### src/rtl/wtcg_pkg.sv
package wtcg_pkg;

    localparam int PIXEL_BYTES = 4;
    localparam int FRAC_BITS_DEFAULT = 16;
    localparam int MAX_TEX_LOG2_DEFAULT = 10;
    localparam int QUEUE_DEPTH_DEFAULT = 4;

    localparam logic [10:0] WIDTH_RESET = 11'd64;
    localparam logic [10:0] WIDTH_MAX = 11'd1024;
    localparam logic [3:0] HLOG_RESET = 4'd6;
    localparam logic [11:0] SCREEN_RESET = 12'd480;

    // s_tdata bit positions
    localparam int IN_SIDE = 0;
    localparam int IN_SXP = 1;
    localparam int IN_SYP = 2;
    localparam int IN_POS_X = 3;
    localparam int IN_POS_Y = 29;
    localparam int IN_DIST = 55;
    localparam int IN_RDX = 81;
    localparam int IN_RDY = 99;
    localparam int IN_LH = 117;
    localparam int IN_START = 130;
    localparam int IN_TDATA_W = 144;
    localparam int OUT_TDATA_W = 48;

    typedef enum logic [1:0] {
        REG_TEX_WIDTH = 2'd0,
        REG_TEX_HEIGHT_LOG2 = 2'd1,
        REG_SCREEN_HEIGHT = 2'd2,
        REG_VIEW_PITCH = 2'd3
    } cfg_reg_t;

    typedef enum logic [1:0] {
        TEX_EAST = 2'd0,
        TEX_WEST = 2'd1,
        TEX_SOUTH = 2'd2,
        TEX_NORTH = 2'd3
    } texture_t;

    typedef enum logic [2:0] {
        ST_RUN,
        ST_HIT,
        ST_COL,
        ST_MIR,
        ST_DIV,
        ST_POS
    } back_state_t;

    // effective configuration, already clamped
    typedef struct packed {
        logic [10:0]        width;
        logic [3:0]         hlog;
        logic [11:0]        screen_height;
        logic signed [11:0] view_pitch;
    } cfg_t;

    // queue entry, classified by the front part
    typedef struct packed {
        logic               is_row;
        texture_t           texture;
        logic               mirror;
        logic [25:0]        base;
        logic signed [17:0] dir;
        logic [25:0]        perp;
        logic [12:0]        lh;
        logic [10:0]        start;
    } item_t;

    typedef struct packed {
        logic [21:0] texel_offset;
        logic [9:0]  texel_row;
        logic [9:0]  texel_column;
        logic [1:0]  texture_select;
    } result_t;

endpackage

### src/rtl/wtcg_front.sv
module wtcg_front #(
    parameter int QUEUE_DEPTH = wtcg_pkg::QUEUE_DEPTH_DEFAULT
) (
    input  logic                              clk,
    input  logic                              rst_n,
    input  logic                              s_tvalid,
    output logic                              s_tready,
    input  logic [wtcg_pkg::IN_TDATA_W-1:0]   s_tdata,
    input  logic                              s_tuser,
    output logic                              head_valid,
    output wtcg_pkg::item_t                   head,
    input  logic                              pop
);

    localparam int AW = $clog2(QUEUE_DEPTH);
    localparam int CW = $clog2(QUEUE_DEPTH + 1);

    wtcg_pkg::item_t entry_reg [QUEUE_DEPTH];
    logic [AW-1:0] wr_ptr_reg, wr_ptr_next;
    logic [AW-1:0] rd_ptr_reg, rd_ptr_next;
    logic [CW-1:0] count_reg, count_next;

    wtcg_pkg::item_t item;
    logic side;
    logic signed [17:0] rdx;
    logic signed [17:0] rdy;
    logic [12:0] lh_raw;
    logic push;

    always_comb
    begin
        side = s_tdata[wtcg_pkg::IN_SIDE];
        rdx = s_tdata[wtcg_pkg::IN_RDX +: 18];
        rdy = s_tdata[wtcg_pkg::IN_RDY +: 18];
        lh_raw = s_tdata[wtcg_pkg::IN_LH +: 13];
        item.is_row = s_tuser;
        if (side == 1'b0)
        begin
            item.texture = s_tdata[wtcg_pkg::IN_SXP] ? wtcg_pkg::TEX_EAST : wtcg_pkg::TEX_WEST;
            item.base = s_tdata[wtcg_pkg::IN_POS_Y +: 26];
            item.dir = rdy;
            item.mirror = !rdx[17] && (rdx != 18'sd0);
        end
        else
        begin
            item.texture = s_tdata[wtcg_pkg::IN_SYP] ? wtcg_pkg::TEX_SOUTH
                                                     : wtcg_pkg::TEX_NORTH;
            item.base = s_tdata[wtcg_pkg::IN_POS_X +: 26];
            item.dir = rdx;
            item.mirror = rdy[17];
        end
        item.perp = s_tdata[wtcg_pkg::IN_DIST +: 26];
        // zero line height behaves as one
        item.lh = (lh_raw == 13'd0) ? 13'd1 : lh_raw;
        item.start = s_tdata[wtcg_pkg::IN_START +: 11];
    end

    assign s_tready = (count_reg != CW'(QUEUE_DEPTH));
    assign push = s_tvalid && s_tready;
    assign head_valid = (count_reg != '0);
    assign head = entry_reg[rd_ptr_reg];

    always_comb
    begin
        wr_ptr_next = wr_ptr_reg;
        rd_ptr_next = rd_ptr_reg;
        count_next = count_reg;
        if (push)
        begin
            wr_ptr_next = (wr_ptr_reg == AW'(QUEUE_DEPTH - 1)) ? '0 : wr_ptr_reg + 1'b1;
        end
        if (pop)
        begin
            rd_ptr_next = (rd_ptr_reg == AW'(QUEUE_DEPTH - 1)) ? '0 : rd_ptr_reg + 1'b1;
        end
        if (push && !pop)
        begin
            count_next = count_reg + 1'b1;
        end
        else if (pop && !push)
        begin
            count_next = count_reg - 1'b1;
        end
    end

    always_ff @(posedge clk or negedge rst_n)
    begin
        if (!rst_n)
        begin
            wr_ptr_reg <= '0;
            rd_ptr_reg <= '0;
            count_reg <= '0;
        end
        else
        begin
            wr_ptr_reg <= wr_ptr_next;
            rd_ptr_reg <= rd_ptr_next;
            count_reg <= count_next;
        end
    end

    always_ff @(posedge clk)
    begin
        if (push)
        begin
            entry_reg[wr_ptr_reg] <= item;
        end
    end

`ifndef SYNTHESIS
    a_no_pop_empty: assert property (@(posedge clk) disable iff (!rst_n)
        pop |-> head_valid)
        else $error("queue popped while empty");

    a_count_bound: assert property (@(posedge clk) disable iff (!rst_n)
        count_reg <= CW'(QUEUE_DEPTH))
        else $error("queue count beyond depth");

    a_full_holds: assert property (@(posedge clk) disable iff (!rst_n)
        (count_reg == CW'(QUEUE_DEPTH)) && !pop |=> !s_tready)
        else $error("full queue freed without a pop");
`endif

endmodule

### src/rtl/wtcg_div.sv
module wtcg_div #(
    parameter int NUM_W = 27,
    parameter int DEN_W = 13
) (
    input  logic             clk,
    input  logic             rst_n,
    input  logic             start,
    input  logic [NUM_W-1:0] num,
    input  logic [DEN_W-1:0] den,
    output logic             done,
    output logic [NUM_W-1:0] quot
);

    localparam int CNT_W = $clog2(NUM_W);

    logic busy_reg;
    logic done_reg;
    logic [CNT_W-1:0] cnt_reg;
    logic [DEN_W-1:0] rem_reg;
    logic [DEN_W-1:0] den_reg;
    logic [NUM_W-1:0] quo_reg;

    logic [DEN_W:0] shifted;
    logic [DEN_W:0] diff;
    logic ge;
    logic last;

    // restoring division, one quotient bit per cycle
    always_comb
    begin
        shifted = {rem_reg, quo_reg[NUM_W-1]};
        diff = shifted - {1'b0, den_reg};
        ge = (shifted >= {1'b0, den_reg});
        last = (cnt_reg == CNT_W'(NUM_W - 1));
    end

    always_ff @(posedge clk or negedge rst_n)
    begin
        if (!rst_n)
        begin
            busy_reg <= 1'b0;
            done_reg <= 1'b0;
            cnt_reg <= '0;
        end
        else
        begin
            done_reg <= busy_reg && last;
            if (start)
            begin
                busy_reg <= 1'b1;
                cnt_reg <= '0;
            end
            else if (busy_reg)
            begin
                cnt_reg <= cnt_reg + 1'b1;
                if (last)
                begin
                    busy_reg <= 1'b0;
                end
            end
        end
    end

    always_ff @(posedge clk)
    begin
        if (start)
        begin
            rem_reg <= '0;
            den_reg <= den;
            quo_reg <= num;
        end
        else if (busy_reg)
        begin
            rem_reg <= ge ? diff[DEN_W-1:0] : shifted[DEN_W-1:0];
            quo_reg <= {quo_reg[NUM_W-2:0], ge};
        end
    end

    assign done = done_reg;
    assign quot = quo_reg;

endmodule

### src/rtl/wtcg_back.sv
module wtcg_back #(
    parameter int FRAC_BITS = wtcg_pkg::FRAC_BITS_DEFAULT,
    parameter int MAX_TEX_LOG2 = wtcg_pkg::MAX_TEX_LOG2_DEFAULT
) (
    input  logic               clk,
    input  logic               rst_n,
    input  wtcg_pkg::cfg_t     cfg,
    input  logic               head_valid,
    input  wtcg_pkg::item_t    head,
    output logic               pop,
    output logic               m_valid,
    input  logic               m_ready,
    output wtcg_pkg::result_t  m_result
);

    localparam int F2 = 2 * FRAC_BITS;
    localparam int NUM_W = MAX_TEX_LOG2 + FRAC_BITS + 1;
    localparam int ROW_W = MAX_TEX_LOG2;
    localparam int OFF_W = (ROW_W + 15 > 22) ? ROW_W + 15 : 22;
    localparam int PROD_W = 45;
    localparam logic [2:0] BPP = 3'(wtcg_pkg::PIXEL_BYTES);

    wtcg_pkg::back_state_t state_reg, state_next;

    logic [1:0] cur_texture_reg;
    logic [9:0] cur_column_reg;
    logic [31:0] row_position_reg;
    logic [31:0] row_step_reg;

    logic signed [PROD_W-1:0] prod_reg;
    logic [F2-1:0] frac_reg;
    logic [F2+10:0] colprod_reg;
    logic signed [14:0] term_reg;
    logic [25:0] base_reg;
    logic [1:0] tex_hold_reg;
    logic mirror_reg;

    logic out_valid_reg;
    wtcg_pkg::result_t out_reg;

    logic out_free;
    logic row_go;
    logic div_start;
    logic div_done;
    logic [NUM_W-1:0] div_num;
    logic [NUM_W-1:0] div_quot;
    logic [NUM_W+31:0] quot_ext;

    logic signed [PROD_W-1:0] prod_next;
    logic signed [14:0] term_next;
    logic [25+FRAC_BITS:0] base_sh;
    logic [F2-1:0] frac_next;
    logic [F2+10:0] colprod_next;
    logic [10:0] col_raw;
    logic [10:0] col_mir;
    logic [31:0] term_ext;
    logic [31:0] pos_prod;

    logic [ROW_W-1:0] row_mask;
    logic [ROW_W-1:0] row_val;
    logic [ROW_W+9:0] row_ext;
    logic [ROW_W+11:0] lin;
    logic [OFF_W-1:0] off_full;
    wtcg_pkg::result_t row_result;

    assign div_num = {{(NUM_W-1){1'b0}}, 1'b1} << (6'(cfg.hlog) + 6'(FRAC_BITS));

    wtcg_div #(
        .NUM_W(NUM_W),
        .DEN_W(13)
    ) u_div (
        .clk   (clk),
        .rst_n (rst_n),
        .start (div_start),
        .num   (div_num),
        .den   (head.lh),
        .done  (div_done),
        .quot  (div_quot)
    );

    // setup arithmetic
    always_comb
    begin
        prod_next = $signed({1'b0, head.perp}) * head.dir;
        term_next = $signed({4'b0, head.start})
                  - $signed({{3{cfg.view_pitch[11]}}, cfg.view_pitch})
                  - $signed({4'b0, cfg.screen_height[11:1]})
                  + $signed({3'b0, head.lh[12:1]});
        base_sh = {base_reg, {FRAC_BITS{1'b0}}};
        frac_next = base_sh[F2-1:0] + prod_reg[F2-1:0];
        colprod_next = frac_reg * cfg.width;
        col_raw = colprod_reg[F2 +: 11];
        col_mir = mirror_reg ? (cfg.width - col_raw - 11'd1) : col_raw;
        quot_ext = {32'b0, div_quot};
        term_ext = {{17{term_reg[14]}}, term_reg};
        pos_prod = term_ext * row_step_reg;
    end

    // row arithmetic
    always_comb
    begin
        row_mask = ~({ROW_W{1'b1}} << cfg.hlog);
        row_val = row_position_reg[FRAC_BITS +: ROW_W] & row_mask;
        row_ext = {10'b0, row_val};
        lin = cfg.width * row_val + cur_column_reg;
        off_full = lin * BPP;
        row_result.texture_select = cur_texture_reg;
        row_result.texel_column = cur_column_reg;
        row_result.texel_row = row_ext[9:0];
        row_result.texel_offset = off_full[21:0];
    end

    assign out_free = !out_valid_reg || m_ready;

    // next state
    always_comb
    begin
        state_next = state_reg;
        case (state_reg)
            wtcg_pkg::ST_RUN:
            begin
                if (head_valid && !head.is_row)
                begin
                    state_next = wtcg_pkg::ST_HIT;
                end
            end
            wtcg_pkg::ST_HIT: state_next = wtcg_pkg::ST_COL;
            wtcg_pkg::ST_COL: state_next = wtcg_pkg::ST_MIR;
            wtcg_pkg::ST_MIR: state_next = wtcg_pkg::ST_DIV;
            wtcg_pkg::ST_DIV:
            begin
                if (div_done)
                begin
                    state_next = wtcg_pkg::ST_POS;
                end
            end
            wtcg_pkg::ST_POS: state_next = wtcg_pkg::ST_RUN;
            default: state_next = wtcg_pkg::ST_RUN;
        endcase
    end

    // control outputs
    always_comb
    begin
        pop = 1'b0;
        row_go = 1'b0;
        div_start = 1'b0;
        case (state_reg)
            wtcg_pkg::ST_RUN:
            begin
                if (head_valid)
                begin
                    if (head.is_row)
                    begin
                        row_go = out_free;
                        pop = out_free;
                    end
                    else
                    begin
                        div_start = 1'b1;
                        pop = 1'b1;
                    end
                end
            end
            default:
            begin
                pop = 1'b0;
            end
        endcase
    end

    always_ff @(posedge clk or negedge rst_n)
    begin
        if (!rst_n)
        begin
            state_reg <= wtcg_pkg::ST_RUN;
            out_valid_reg <= 1'b0;
            cur_texture_reg <= '0;
            cur_column_reg <= '0;
            row_position_reg <= '0;
            row_step_reg <= '0;
        end
        else
        begin
            state_reg <= state_next;
            if (row_go)
            begin
                out_valid_reg <= 1'b1;
            end
            else if (m_ready)
            begin
                out_valid_reg <= 1'b0;
            end
            if (state_reg == wtcg_pkg::ST_MIR)
            begin
                cur_column_reg <= col_mir[9:0];
                cur_texture_reg <= tex_hold_reg;
            end
            if (div_done)
            begin
                row_step_reg <= quot_ext[31:0];
            end
            if (state_reg == wtcg_pkg::ST_POS)
            begin
                row_position_reg <= pos_prod;
            end
            else if (row_go)
            begin
                row_position_reg <= row_position_reg + row_step_reg;
            end
        end
    end

    always_ff @(posedge clk)
    begin
        if (div_start)
        begin
            prod_reg <= prod_next;
            term_reg <= term_next;
            base_reg <= head.base;
            tex_hold_reg <= head.texture;
            mirror_reg <= head.mirror;
        end
        if (state_reg == wtcg_pkg::ST_HIT)
        begin
            frac_reg <= frac_next;
        end
        if (state_reg == wtcg_pkg::ST_COL)
        begin
            colprod_reg <= colprod_next;
        end
        if (row_go)
        begin
            out_reg <= row_result;
        end
    end

    assign m_valid = out_valid_reg;
    assign m_result = out_reg;

`ifndef SYNTHESIS
    a_busy_no_pop: assert property (@(posedge clk) disable iff (!rst_n)
        (state_reg != wtcg_pkg::ST_RUN) |-> !pop)
        else $error("item taken during setup");

    a_div_done_state: assert property (@(posedge clk) disable iff (!rst_n)
        div_done |-> (state_reg == wtcg_pkg::ST_DIV))
        else $error("divider finished outside wait state");

    a_row_slot_free: assert property (@(posedge clk) disable iff (!rst_n)
        row_go |-> (!out_valid_reg || m_ready))
        else $error("row result would overwrite pending output");

    a_out_kept: assert property (@(posedge clk) disable iff (!rst_n)
        out_valid_reg && !m_ready |=> out_valid_reg)
        else $error("pending result dropped");
`endif

endmodule

### src/rtl/wall_texture_coordinate_generator_unit.sv
// Wall texture coordinate generator for one raycaster screen column.
// Input stream (s_*): s_tuser = 0 is a column setup item, 1 a row item.
// A setup item picks the wall texture, the mirrored texel column, the
// vertical step (texture height / line height) and the start row position;
// it produces no output. Each row item produces one output transfer with
// texture, column, row and byte offset, then advances the row position.
// Output stream (m_*) is one result register.
// A row item reaches m_tvalid in the cycle after it leaves the input
// queue; rows sustain one transfer per cycle while m_tready is high. A setup item
// occupies the back end through its HIT, COL, MIR, DIV and POS states, DIV
// waiting on the bit-serial divider for the step; rows queued behind it wait.
// An input queue of QUEUE_DEPTH entries keeps s_tready high while the back
// end works or m_tready is low; once it fills, s_tready drops.
// A stalled output keeps its data; no result is lost or repeated.
// Reset clears the queue, the output valid flag and the column state
// (texture 0, column 0, step 0) and loads the register reset values.
// Registers over APB at byte addresses 0, 4, 8, 12: tex_width,
// tex_height_log2, screen_height, view_pitch; write them only while idle.
module wall_texture_coordinate_generator_unit #(
    parameter int FRAC_BITS = wtcg_pkg::FRAC_BITS_DEFAULT,
    parameter int MAX_TEX_LOG2 = wtcg_pkg::MAX_TEX_LOG2_DEFAULT,
    parameter int QUEUE_DEPTH = wtcg_pkg::QUEUE_DEPTH_DEFAULT
) (
    input  logic                             clk,
    input  logic                             rst_n,
    input  logic                             s_tvalid,
    output logic                             s_tready,
    // side, step_x_positive, step_y_positive, pos_x, pos_y, perp_dist,
    // ray x, ray y, slice height, slice start row, zero pad
    input  logic [wtcg_pkg::IN_TDATA_W-1:0]  s_tdata,
    // func
    input  logic                             s_tuser,
    output logic                             m_tvalid,
    input  logic                             m_tready,
    // texture_select, texel_column, texel_row, texel_offset, zero pad
    output logic [wtcg_pkg::OUT_TDATA_W-1:0] m_tdata,
    input  logic                             psel,
    input  logic                             penable,
    input  logic                             pwrite,
    input  logic [3:0]                       paddr,
    input  logic [31:0]                      pwdata,
    output logic [31:0]                      prdata,
    output logic                             pready
);

    logic [10:0] tex_width_reg;
    logic [3:0] tex_height_log2_reg;
    logic [11:0] screen_height_reg;
    logic [11:0] view_pitch_reg;

    wtcg_pkg::cfg_reg_t reg_sel;
    wtcg_pkg::cfg_t cfg;
    wtcg_pkg::item_t head;
    wtcg_pkg::result_t result;
    logic head_valid;
    logic pop;
    logic cfg_write;

    assign pready = 1'b1;
    assign reg_sel = wtcg_pkg::cfg_reg_t'(paddr[3:2]);
    assign cfg_write = psel && penable && pwrite && pready;

    always_ff @(posedge clk or negedge rst_n)
    begin
        if (!rst_n)
        begin
            tex_width_reg <= wtcg_pkg::WIDTH_RESET;
            tex_height_log2_reg <= wtcg_pkg::HLOG_RESET;
            screen_height_reg <= wtcg_pkg::SCREEN_RESET;
            view_pitch_reg <= '0;
        end
        else if (cfg_write)
        begin
            case (reg_sel)
                wtcg_pkg::REG_TEX_WIDTH: tex_width_reg <= pwdata[10:0];
                wtcg_pkg::REG_TEX_HEIGHT_LOG2: tex_height_log2_reg <= pwdata[3:0];
                wtcg_pkg::REG_SCREEN_HEIGHT: screen_height_reg <= pwdata[11:0];
                wtcg_pkg::REG_VIEW_PITCH: view_pitch_reg <= pwdata[11:0];
                default: view_pitch_reg <= view_pitch_reg;
            endcase
        end
    end

    always_comb
    begin
        case (reg_sel)
            wtcg_pkg::REG_TEX_WIDTH: prdata = {21'b0, tex_width_reg};
            wtcg_pkg::REG_TEX_HEIGHT_LOG2: prdata = {28'b0, tex_height_log2_reg};
            wtcg_pkg::REG_SCREEN_HEIGHT: prdata = {20'b0, screen_height_reg};
            wtcg_pkg::REG_VIEW_PITCH: prdata = {20'b0, view_pitch_reg};
            default: prdata = '0;
        endcase
    end

    // clamp width to 1..1024 and height log2 to the supported maximum
    always_comb
    begin
        if (tex_width_reg == 11'd0)
        begin
            cfg.width = 11'd1;
        end
        else if (tex_width_reg > wtcg_pkg::WIDTH_MAX)
        begin
            cfg.width = wtcg_pkg::WIDTH_MAX;
        end
        else
        begin
            cfg.width = tex_width_reg;
        end
        cfg.hlog = (tex_height_log2_reg > 4'(MAX_TEX_LOG2)) ? 4'(MAX_TEX_LOG2)
                                                            : tex_height_log2_reg;
        cfg.screen_height = screen_height_reg;
        cfg.view_pitch = view_pitch_reg;
    end

    wtcg_front #(
        .QUEUE_DEPTH(QUEUE_DEPTH)
    ) u_front (
        .clk        (clk),
        .rst_n      (rst_n),
        .s_tvalid   (s_tvalid),
        .s_tready   (s_tready),
        .s_tdata    (s_tdata),
        .s_tuser    (s_tuser),
        .head_valid (head_valid),
        .head       (head),
        .pop        (pop)
    );

    wtcg_back #(
        .FRAC_BITS    (FRAC_BITS),
        .MAX_TEX_LOG2 (MAX_TEX_LOG2)
    ) u_back (
        .clk        (clk),
        .rst_n      (rst_n),
        .cfg        (cfg),
        .head_valid (head_valid),
        .head       (head),
        .pop        (pop),
        .m_valid    (m_tvalid),
        .m_ready    (m_tready),
        .m_result   (result)
    );

    assign m_tdata = {4'b0, result};

endmodule
### config.mk
export PLATFORM = sky130hd
export DESIGN_NAME = wall_texture_coordinate_generator_unit
export DESIGN_NICKNAME = d
export VERILOG_FILES = /design/src/rtl/wtcg_pkg.sv /design/src/rtl/wtcg_front.sv /design/src/rtl/wtcg_div.sv /design/src/rtl/wtcg_back.sv /design/src/rtl/wall_texture_coordinate_generator_unit.sv
export SDC_FILE = /design/constraint.sdc
export NUM_CORES = 2
export LEC_CHECK = 0
export BUFFER_PORTS_ARGS = -buffer_cell sky130_fd_sc_hd__buf_2
export CAP_MARGIN = 20
export CORE_MARGIN = 10
export CORE_UTILIZATION = 35
export DETAILED_ROUTE_END_ITERATION = 10
export PLACE_DENSITY_LB_ADDON = 0.05
export SETUP_SLACK_MARGIN = 0.1
export SYNTH_ARGS = -nofsm -noshare
export SYNTH_HDL_FRONTEND = slang
export SYNTH_SLANG_ARGS = --single-unit
### constraint.sdc
create_clock -name clk -period 8.2 [get_ports clk]
set_clock_uncertainty 0.2 [all_clocks]
set_input_delay 1.64 -clock clk [delete_from_list [all_inputs] [get_ports clk]]
set_output_delay 1.64 -clock clk [all_outputs]
set_load 0.005 [all_outputs]
* After elaboration in Yosys (flattened, before gate mapping) *
Memory sizes are Yosys's and may differ from the RTL's.
Index checks and enable logic that the tools add are counted.

word-level totals
  memories = 1
  bits in latches = 0
  memory bits (read-only) = 0
  output and inout bits = 83
  input bits = 188
  memory bits (writable) = 392
  register bits = 363
  word-level logic and storage cells = 139

memories
  name               words  width  rd ports  clocked after Yosys merged registers in  wr ports  RTL line          source
  u_front.entry_reg  4      98     1         0                                        1         wtcg_front.sv:18  wtcg_pkg::item_t entry_reg [QUEUE_DEPTH];

cells by class
  shift-type cells = 2
  equal/unequal tests = 14
  add/sub/neg operators = 15
  reductions and logical operators = 29
  mux-type cells = 39
  bitwise gates (word level) = 2
  divide/modulo/power cells = 0
  $lt $le $gt $ge = 3
  multipliers = 4

operators with widths
  operator                number
  $pmux W32 S4            1
  $mux W32                2
  $mux W27                2
  $mux W47                1
  $mul A32 B11 Y42        1
  $add A32 B27 Y32        1
  $add A32 B32 Y32        1
  $mul A15 B28 Y32        1
  $mul A27 B18 Y32        1
  $shl A1 B6 Y27 const A  1
  $mux W13                2
  $mux W11                2
  $add A20 B10 Y20        1
  $mul A11 B10 Y20        1
  $mux W1                 18
  $reduce_bool A18 Y1     1
  $add A15 B13 Y15        1
  $pmux W3 S5             1
  $sub A15 B12 Y15        1
  $ge A14 B13 Y1          1
  $logic_not A13 Y1       1
  $sub A12 B12 Y13        1
  $sub A13 B13 Y13        1
  $mux W3                 4
  34 further kinds        60

* Logic depth before layout (Yosys ltp) *
  depth after elaboration = 8
  depth in mapped cells = 31
  gate-level depth less buffers = 27

* Modules after synthesis *
From an unflattened synthesis, not the netlist that was laid out.

unflattened totals
  cell total of the unflattened synthesis = 5809
  area, all modules = 65318.9 µm²

by module, submodules not included
  module                                  instances  sequential area each (µm²)  area each (µm²)  cells an instance
  wtcg_back                               1          6206.0                      44606.5          4750
  wtcg_front                              1          11946.5                     15328.5          624
  wtcg_div                                1          1636.6                      3239.4           276
  wall_texture_coordinate_generator_unit  1          984.7                       2144.6           159

* Worst setup path after synthesis *
No wires, ideal clock.

  path kind = register -> register
  start point = register u_front.rd_ptr_reg[1]
  end point = register u_back.prod_reg[31], data pin
  setup slack = 0.259 ns
  buffers on the path = 5
  data arrival time = 7.483 ns
  clock period less this slack = 7.941 ns
  required time = 7.742 ns
  library setup time = 0.258 ns
  stages on the path, launching flop included = 30
  cell sequence = dfrtp_1 -> buf_2 -> buf_2 -> buf_2 -> buf_1 -> mux4_2 -> buf_1 -> nand2_1 -> fa_1 -> inv_1 -> fa_1 -> inv_1 -> fa_1 -> inv_1 -> fa_1 -> inv_1 -> fa_1 -> inv_1 -> fa_1 -> ha_1 -> o21a_1 -> o21ai_0 -> nor2b_1 -> a311oi_1 -> a311o_1 -> a21oi_2 -> nor2b_1 -> o21a_1 -> a311o_1 -> xnor2_1

between the ends
  cells in the longest elaborated chain, start to end = 2

ends and longest elaborated chain
  what                      RTL line          source
  start: declaration        wtcg_front.sv:20  logic [AW-1:0] rd_ptr_reg, rd_ptr_next;
  start signal: assignment  wtcg_front.sv:97  rd_ptr_reg <= rd_ptr_next;
  $mem_v2 Z4 W98            --
  $mul A27 B18 Y32          wtcg_back.sv:84   prod_next = $signed({1'b0, head.perp}) * head.dir;
  via u_back.prod_next[31]  wtcg_back.sv:49   logic signed [PROD_W-1:0] prod_next;
  end signal: assignment    wtcg_back.sv:218  prod_reg <= prod_next;
  end: declaration          wtcg_back.sv:30   logic signed [PROD_W-1:0] prod_reg;

The timed path passes the listed nets, and every way through them passes these cells.
A chain may end at the register's enable or synchronous reset.

* Worst setup path after layout *
  start point = register u_front.rd_ptr_reg[0]
  end point = register u_back.prod_reg[31], data pin

Same word-level chain as after synthesis.

==> results.cfg <==
[run_status]
run_status = finished, final reports clean

[detailed_routing]
wirelength_um = 173100
dr.first_iter.drc_count = 2155
vias = 40780
wl_per_cell_um = 20.35
routed_via_density = 4.794
drt_pass1_iterations = 5
ant_nets = 0
drc = 0

[clock_network]
cts_sinks = 676
cts_made_buffers = 84
cts_tree = built
clkLatencyLatePin_ns = 0.74
clockBufferDepth = 3
root_buffer = clkbuf_16
postCtsHoldBufs = 0
clk_pin_slew_worst_paths_ns = 0.06
htreeDepth = 3

[placed_design]
hpwlAfterDp_um = 135900
gp_congestion = 0.8097
placed_cell_area_um2 = 67820
io_buffers = 198
dp_cells = 8343

[setup_path]
cp-end-kind = flip-flop
critPathArrivalTime_ns = 8.01
reg2reg_depth = 23
cp_slowest_cell = mux4_2
crit_fanout = 20
ff2ff_setup_slack_ns = 0.47
slowest_delay_ns = 0.72
cp-start-kind = flip-flop
reg2reg_to = u_back.prod_reg[31]
required_ns = 8.48
crit_start = u_front.rd_ptr_reg[0]
critPathKind = reg2reg
cp_common_cell = fa_1
r2r_start = u_front.rd_ptr_reg[0]
path_cells = buf_12 -> buf_4 -> mux4_2 -> buf_4 -> nand2_1 -> fa_1 -> fa_1 -> fa_1 -> fa_1 -> inv_1 -> fa_1 -> fa_1 -> ha_1 -> a21o_1 -> a21o_1 -> a21oi_1 -> a21oi_1 -> a311o_1 -> a21oi_2 -> nor2b_1 -> o21a_1 -> a311o_1 -> xnor2_1

[layout]
largest_reg_flops = 352
final_nets = 7542
fill_cells = 17870
drive_above_1_share_pct = 11.42
area_growth_pct = 11.25
design_area_um2 = 70800
final_cells = 8507

[die]
core_um2 = 180700
ios = 271
initial_core_util_pct = 35.21
dieArea_um2 = 199300
die_w_um = 446.4
rows = 156
die_y_um = 446.4

[logic_synthesis]
synth_seq_area_share_pct = 30.75
synth.top_cell.area_share_pct = 28.21
synth.area.top_cells = fa_1, edfxtp_1, ha_1, inv_1, nand2_1
synth_top_area_cell = fa_1
synth_edf_count = 542
syn_avg_cell_area_um2 = 10.80
synth_cells = 5893
syn_area_um2 = 63640
synth_cell_type_count = 78
ys.flop_type = edfxtp_1
ys_ff_latch = 676
async_reset_ff_share_pct = 17.90
yosys_warnings = 0

[worst_hold_path]
hold_path.class = reg2reg
worst_hold_startpoint = u_back.prod_reg[4]
hold_path_depth = 0
holdPathEnd = u_back.frac_reg[4]

[global_routing]
grt_max_degree = 76
gr-usage-all-layers_pct = 17.72
grt_pass1_vias = 44710
antenna_found_initial = 13
grt_overflow = 0
grt_pass1_wl_um = 272900

[sta]
drv_slew = 0
max_freq_ghz = 0.1293
min_period_ns = 7.732
hold_violations = 0
rsz0062_at_grt = false
fin_setup_tns_ns = 0
tightest_slew_ns = 1.096
relSlewSlack_pct = 26.27
finalSetupViolCount = 0
period_share_pct = 94.29

[run]
max_cap_violations = 0
cell families (layout without fill, tap and decap cells):
kind of cell               after synthesis  after routing  synth area share, %
other                                    2             32              0.01180
adders and majority gates             1293           1293                36.00
AOI/OAI and AO/OA                      532            532                5.290
muxes                                  201            201                5.064
and+or+nand+nor                       1626           1626                11.92
DFF                                    676            676                30.75
xor gates and xnor gates               197            197                2.711
buffers and inverters                 1366           1580                8.251
metal layers:
layer	vias to the layer above	share of wire (%)	global-route usage, %
met2	528	48	30.02
met1	21070	47	24.53
met4	6	2.0	3.452
li1	19020	-	-
met3	158	2.9	2.061
met5	-	0.020	0
metrics by stage:
| step | hold slack (ns) | setup slack (ns) | util, % |
|---|---|---|---|
| 3_3_place_gp | 0.2036 | 0.4291 | 37.52 |
| 4_1_cts | 0.2172 | 0.4137 | 39.14 |
| 5_1_grt | 0.2218 | 0.1517 | 39.17 |
| 2_1_floorplan | 0.2003 | 0.2595 | - |
| 6_report | 0.2162 | 0.4682 | 39.17 |
| 3_5_place_dp | 0.2054 | 0.4226 | 37.52 |
worst max path at each step:
stage / to / slack, ns / depth (start not counted)
after global routing: u_back.prod_reg[31] / 0.15 / 25
final: u_back.prod_reg[31] / 0.47 / 23
after detailed placement: u_back.prod_reg[31] / 0.42 / 23
after floorplan: u_back.prod_reg[31] / 0.26 / 29
after global placement: u_back.prod_reg[31] / 0.43 / 24
after CTS: u_back.prod_reg[31] / 0.41 / 23
timing repair:
item / in CTS / in global routing
buffers inserted: 0 / 1
gates resized for setup: 0 / 1
setup endpoints to repair: 0 / 2
critical path: cells and delay by family, from the launching register on:
family,cells,cell delay [ns]
adders and majority gates,7,3.19
xor gates and xnor gates,1,0.13
buffers and inverters,4,0.75
and+or+nand+nor,2,0.17
muxes,1,0.72
DFF,1,0.50
AOI/OAI and AO/OA,8,1.78
cell type report:
type                            instances  area, um2  area share, %
Sequential cell                       676      19580          27.66
Clock inverter                         48      699.4         0.9878
Timing Repair Buffer                  345       2246          3.172
Antenna cell                            5      12.51        0.01767
Tap cell                             2370       2965          4.188
Multi-Input combinational cell       3876      39010          55.10
Clock buffer                          109       2236          3.158
Inverter                             1078       4053          5.724
cells in the mapped netlist (11+ instances only):
library cell  instances
edfxtp_1            542
nor3_1               32
a31oi_1              11
buf_4                29
mux2i_1              16
nand2_1             850
a211oi_1             21
nand4_1              15
o21ai_1              24
buf_2                12
xor2_1               63
nor2_1              160
o21a_1               24
buf_1                15
nor2b_1              92
a21o_1               72
xnor2_1             134
fa_1                897
dfxtp_1              13
mux4_2               87
dfrtp_1             114
o21ai_0             118
clkbuf_1            232
nand2b_1             48
and2_1              284
and3_1               71
o31ai_1              13
inv_1              1076
nand3_1              37
ha_1                396
o21bai_1             19
mux2_2               97
a21oi_1             149
cells in the final DEF, fill, tap and decap left out, drive strengths merged, types with 142 or more instances in the layout:
master and n:
a21oi 150, and2 286, buf 344, edfxtp 542
fa 897, ha 396, inv 1077, nand2 850
nor2 160, o21ai 142
Power is not shown: default switching activity piles up to over one toggle a cycle in this logic, so the estimate is an artifact.
